### src/design/zobrist_board_hash_pair_macros.svh
// ----------------------------------------------------------------------------
// zobrist_board_hash_pair_macros
// Assertion macros shared by the hash block. Define NO_ASSERTIONS to drop them.
// ----------------------------------------------------------------------------
`ifndef ZOBRIST_BOARD_HASH_PAIR_MACROS_SVH
`define ZOBRIST_BOARD_HASH_PAIR_MACROS_SVH
`ifndef NO_ASSERTIONS
// property on the module's own clk and rst
`define ZBH_ASSERT(label, prop, msg) \
  label: assert property (@(posedge clk) disable iff (rst) prop) else $error(msg);
// property on an explicit clock and reset
`define ZBH_ASSERT_CLK(label, clock, reset, prop, msg) \
  label: assert property (@(posedge clock) disable iff (reset) prop) else $error(msg);
`else
`define ZBH_ASSERT(label, prop, msg)
`define ZBH_ASSERT_CLK(label, clock, reset, prop, msg)
`endif
`endif

### src/design/zbh_pkg.sv
// ----------------------------------------------------------------------------
// zbh_pkg
// Types, constants and helpers for the dual 32-bit board hash block.
// ----------------------------------------------------------------------------
`default_nettype none

package zbh_pkg;

  localparam int DEF_SQUARE_COUNT = 90;
  localparam int DEF_DIGIT_BASE   = 256;
  localparam int DEF_ENTRY_COUNT  = 256;
  localparam int DEF_CODE_WIDTH   = 64;

  localparam logic [31:0] SEED_WORD = 32'h9E3779B9;
  localparam int KIND_COUNT   = 14;
  localparam int BLACK_OFFSET = 7;
  localparam int SHIFT_A = 13;
  localparam int SHIFT_B = 17;
  localparam int SHIFT_C = 5;

  typedef struct packed {
    logic        piece_present;
    logic [2:0]  piece_type;
    logic        piece_color;
    logic [6:0]  square;
    logic [63:0] check_code_red;
    logic [63:0] check_code_black;
    logic        last;
  } zbh_in_t;

  typedef struct packed {
    logic [31:0] hash_first;
    logic [31:0] hash_second;
  } zbh_out_t;

  typedef enum logic [2:0] {
    ST_FILL,
    ST_IDLE,
    ST_MIX_RED,
    ST_MIX_BLACK,
    ST_DONE
  } zbh_state_t;

  typedef struct packed {
    logic fill;        // advance the key generator and table fill
    logic accept;      // capture a board item
    logic walk;        // take the next check-code digit
    logic sel_black;   // digits belong to the black tables
    logic load_black;  // switch the digit walk to the black code
    logic emit;        // present the hash pair
  } zbh_cmd_t;

  typedef struct packed {
    logic fill_done;
    logic code_zero;
  } zbh_sts_t;

  function automatic logic [31:0] xorshift32(input logic [31:0] s);
    logic [31:0] a;
    logic [31:0] b;
    a = s ^ (s << SHIFT_A);
    b = a ^ (a >> SHIFT_B);
    return b ^ (b << SHIFT_C);
  endfunction

  // kind within a color: soldier, horse, chariot, cannon, elephant, advisor, king
  function automatic logic [3:0] kind_map(input logic [2:0] piece_type);
    logic [3:0] k;
    unique case (piece_type)
      3'd1:    k = 4'd0;
      3'd2:    k = 4'd1;
      3'd3:    k = 4'd2;
      3'd4:    k = 4'd3;
      3'd5:    k = 4'd5;
      3'd6:    k = 4'd4;
      3'd7:    k = 4'd6;
      default: k = 4'd0;
    endcase
    return k;
  endfunction

endpackage

`default_nettype wire

### src/design/zbh_ctrl.sv
// ----------------------------------------------------------------------------
// zbh_ctrl
// Sequencer: table fill after reset, item intake, red then black digit walk,
// result emission.
// ----------------------------------------------------------------------------
`default_nettype none

module zbh_ctrl (
  input  logic              clk,
  input  logic              rst,
  input  logic              start,
  input  logic              last,
  input  zbh_pkg::zbh_sts_t sts,
  output zbh_pkg::zbh_cmd_t cmd,
  output logic              busy
);
  import zbh_pkg::*;

  zbh_state_t state;
  zbh_state_t state_next;

  always_ff @(posedge clk) begin
    if (rst) begin
      state <= ST_FILL;
    end else begin
      state <= state_next;
    end
  end

  always_comb begin
    state_next = state;
    cmd        = '0;
    busy       = 1'b1;
    unique case (state)
      ST_FILL: begin
        cmd.fill = 1'b1;
        if (sts.fill_done) begin
          state_next = ST_IDLE;
        end
      end
      ST_IDLE: begin
        busy = 1'b0;
        if (start) begin
          cmd.accept = 1'b1;
          if (last) begin
            state_next = ST_MIX_RED;
          end
        end
      end
      ST_MIX_RED: begin
        if (sts.code_zero) begin
          cmd.load_black = 1'b1;
          state_next     = ST_MIX_BLACK;
        end else begin
          cmd.walk = 1'b1;
        end
      end
      ST_MIX_BLACK: begin
        cmd.sel_black = 1'b1;
        if (sts.code_zero) begin
          state_next = ST_DONE;
        end else begin
          cmd.walk = 1'b1;
        end
      end
      ST_DONE: begin
        cmd.emit   = 1'b1;
        state_next = ST_IDLE;
      end
      default: begin
        state_next = ST_FILL;
      end
    endcase
  end

endmodule

`default_nettype wire

### config.mk
export PLATFORM = sky130hd
export DESIGN_NAME = zbh_ctrl
export DESIGN_NICKNAME = d
export VERILOG_FILES = /design/src/design/zobrist_board_hash_pair_macros.svh /design/src/design/zbh_pkg.sv /design/src/design/zbh_ctrl.sv
export SDC_FILE = /design/constraint.sdc
export NUM_CORES = 1
export LEC_CHECK = 0
export ABC_AREA = 1
export BUFFER_PORTS_ARGS = -buffer_cell sky130_fd_sc_hd__buf_2
export CAP_MARGIN = 20
export CORE_AREA = 2 2 39 41
export CTS_CLUSTER_DIAMETER = 200
export DETAILED_ROUTE_END_ITERATION = 10
export DIE_AREA = 0 0 41 43
export HOLD_SLACK_MARGIN = 0.05
export PLACE_DENSITY = 0.35
export SLEW_MARGIN = 30
export SYNTH_ARGS = -nofsm -noshare
export SYNTH_HDL_FRONTEND = slang
export SYNTH_SLANG_ARGS = --single-unit
### constraint.sdc
create_clock -name clk -period 1 [get_ports clk]
set_input_delay 0.15 -clock clk [delete_from_list [all_inputs] [get_ports clk]]
set_output_delay 0.15 -clock clk [all_outputs]
set_load 0.01 [all_outputs]
==> metrics.yaml <==
status:
  status: "complete, but fails checks"
  violations: "setup timing"
final_layout:
  n_antenna_cell: 0
  final_area_um2: 444
  drive_gt1_share_pct: 59.7
  nets: 69
  reg.largest.list: "state x3"
  layout.cells.non_filler: 78
  synthToLayoutAreaGrowth_pct: 99.4
  top_register: "state"
  largest_register_ffs: 3
setup_path:
  cp_max_fo: 4
  start_kind: "flop"
  startpoint: "state[1]"
  crit_buf_inv: 2
  cp_top_family: "flip-flops"
  worst-setup-path-type: "reg2out"
  r2r_cells: 8
  reg2reg_setup_slack_ns: -0.06
  end_kind: "primary output"
  cp-endpoint: "cmd[1]"
  arrival_ns: 1.05
  timing.rr.start: "state[1]"
  slowest_delay_ns: 0.37
  rr_endpoint: "state[1]"
  crit_cells: 5
  critPathRequiredTime_ns: 0.85
  worstPathCellList: "inv_4 > nor2_4 > nand2_2 > nor2_1 > buf_2"
  slowest_stage: "dfxtp_4"
synth:
  yosysTopAreaCellShare_pct: 27.0
  synth_nets: 46
  yosysUniqueCellTypes: 12
  synth_warnings: 0
  synth_cells: 40
  syn_area_um2: 223
  ys_seq_elements: 3
  synth_area_leaders: "dfxtp_1, nand2_1, nor2_1"
  synth_top_area_cell: "dfxtp_1"
  synth_area_per_cell_um2: 5.57
  ys_seq_area_share_pct: 27.0
global_route:
  grt_max_degree: 6
  grt.total_usage_pct: 8.94
  overflow: 0
  first_global_vias: 275
  grt_pass1_wl_mm: 1.04
  antenna_found_initial: 0
clocking:
  cts_root_buffer: "clkbuf_4"
  cts_sinks: 3
  clk_latency_ns: 0.23
  cts_buffer_depth: 2
  h-tree-depth: 1
  clkSlewWorstSetupHoldPaths_ns: 0.04
  cts_hold_buffers: 0
  cts_tree: "built"
  cts_made_buffers: 3
placement:
  post-dp-hpwl_um: 476
  place_ws_ns: -0.0463
  dp.cells: 70
  placed_area_um2: 318
  place.gp.congestion: 0.680
  io_buffers: 12
routing:
  drtIter0Drc: 4
  ant_nets: 0
  wl_um: 664
  m1WireLength_um: 321
  routed-wl-met3_um: 29
  top_layer: "met3"
  drtPass1Iterations: 2
  drc: 0
  num_vias: 288
  wire_per_inst_um: 8.51
  route.met2.wl_um: 313
  vias_per_cell: 3.69
timing:
  fin_setup_tns_ns: -0.978
  tightest_slew_ns: 0.143
  worst_slack_ns: -0.200
  holdWs_ns: 0.0916
  fmax_mhz: 833
  drv_slew: 0
  hold_viol_final: 0
  min_period_over_period_pct: 120
  timing.slew.headroom_pct: 90.3
  fin_skew_ns: 0.00683
  rsz0062_at_grt: "yes"
  setup_viol: 9
  final.min_clock_period_ns: 1.20
die:
  die_w_um: 41
  fp.coreArea_mm2: 0.00138
  initial_core_util_pct: 16.1
  die_area_mm2: 0.00176
  die_h_um: 43
  pin_count: 13
  rows: 14
power_and_ir_drop:
  vdd_drop_max_mv: 1.25
  power.density_mw_per_mm2: 2800
  p_leak_nw: 0.250
run:
  max-cap-violations: 0
hold_path:
  hold_depth: 2
  hold_path.class: "in2reg"
==> worst reg2reg max path: stages (launching register included) <==
cell and delay [ns]:
dfxtp_4 0.37, inv_4 0.05, nor2_4 0.12, nand2_2 0.08, buf_6 0.12, nand3_4 0.07, nand2_1 0.06, nand2_1 0.05
nor2_1 0.04
==> cell usage in the layout (no fill, tap or decap) <==
cell type / instances
buf_2: 10
nand2_1: 8
nor2_1: 7
inv_1: 6
buf_4: 5
nor2_4: 3
nand2_2: 3
clkbuf_4: 3
buf_6: 3
dfxtp_4: 3
inv_4: 2
inv_2: 2
nand3_1: 1
nand3_2: 1
nand3_4: 1
nor3_2: 1
o21ai_0: 1
nand4_1: 1
clkbuf_1: 1
==> worst min-delay path by stage <==
stage / start / slack, ns / end
6_report: rst / 0.09 / state[2]
5_1_grt: rst / 0.09 / state[2]
4_1_cts: rst / 0.09 / state[2]
3_5_place_dp: rst / 0.34 / state[2]
3_3_place_gp: rst / 0.34 / state[2]
2_1_floorplan: rst / 0.23 / state[2]
==> final cells by class <==
class                      count  area (um^2)
clock buffer                   4         26.3
sequential                     3         71.3
multi-input combinational     27          163
tap                           16         20.0
timing repair buffer          18          121
fill                         161          940
inverter                      10         42.5
==> power breakdown <==
part	leakage, nW	switching (W)	internal, W
sequential	0.0267	0.0000669	0.000180
clock	0.0150	0.0000615	0.000149
combinational	0.208	0.000403	0.000380
==> through the flow <==
stage	total power [W]	util, %
after floorplan	0.000538	-
after global routing	0.00136	32.1
after global placement	0.000737	23.0
after detailed placement	0.000730	23.0
final	0.00124	32.1
after CTS	0.00118	30.6
==> metal layers <==
| metal | up-vias | GRT usage, % |
|---|---|---|
| met3 | 0 | 4.71 |
| met4 | 0 | 4.00 |
| met5 | - | 0 |
| met1 | 116 | 10.9 |
| li1 | 166 | - |
| met2 | 6 | 12.5 |
==> kinds of logic after synthesis <==
| logic type | after synthesis | share of synthesized area, % |
|---|---|---|
| buffers and inverters | 10 | 16.9 |
| AND/OR/NAND/NOR | 26 | 53.9 |
| AO/OA/AOI/OAI | 1 | 2.25 |
| flip-flops | 3 | 27.0 |
==> cells in the mapped netlist <==
master,n
nor2_1,9
dfxtp_1,3
nand2_2,1
inv_2,2
nor3_1,1
nand3_2,2
inv_1,8
nand3_1,1
nand4_1,1
nand2_1,10
nor2_2,1
o21ai_0,1
==> timing repair <==
item	CTS	global route
buffers inserted	4	0
cloned	0	0
pin swaps	3	2
hold endpoints to repair	0	0
resized for setup	15	7
setup endpoints to repair	9	10
(Power assumes the default switching activity.)
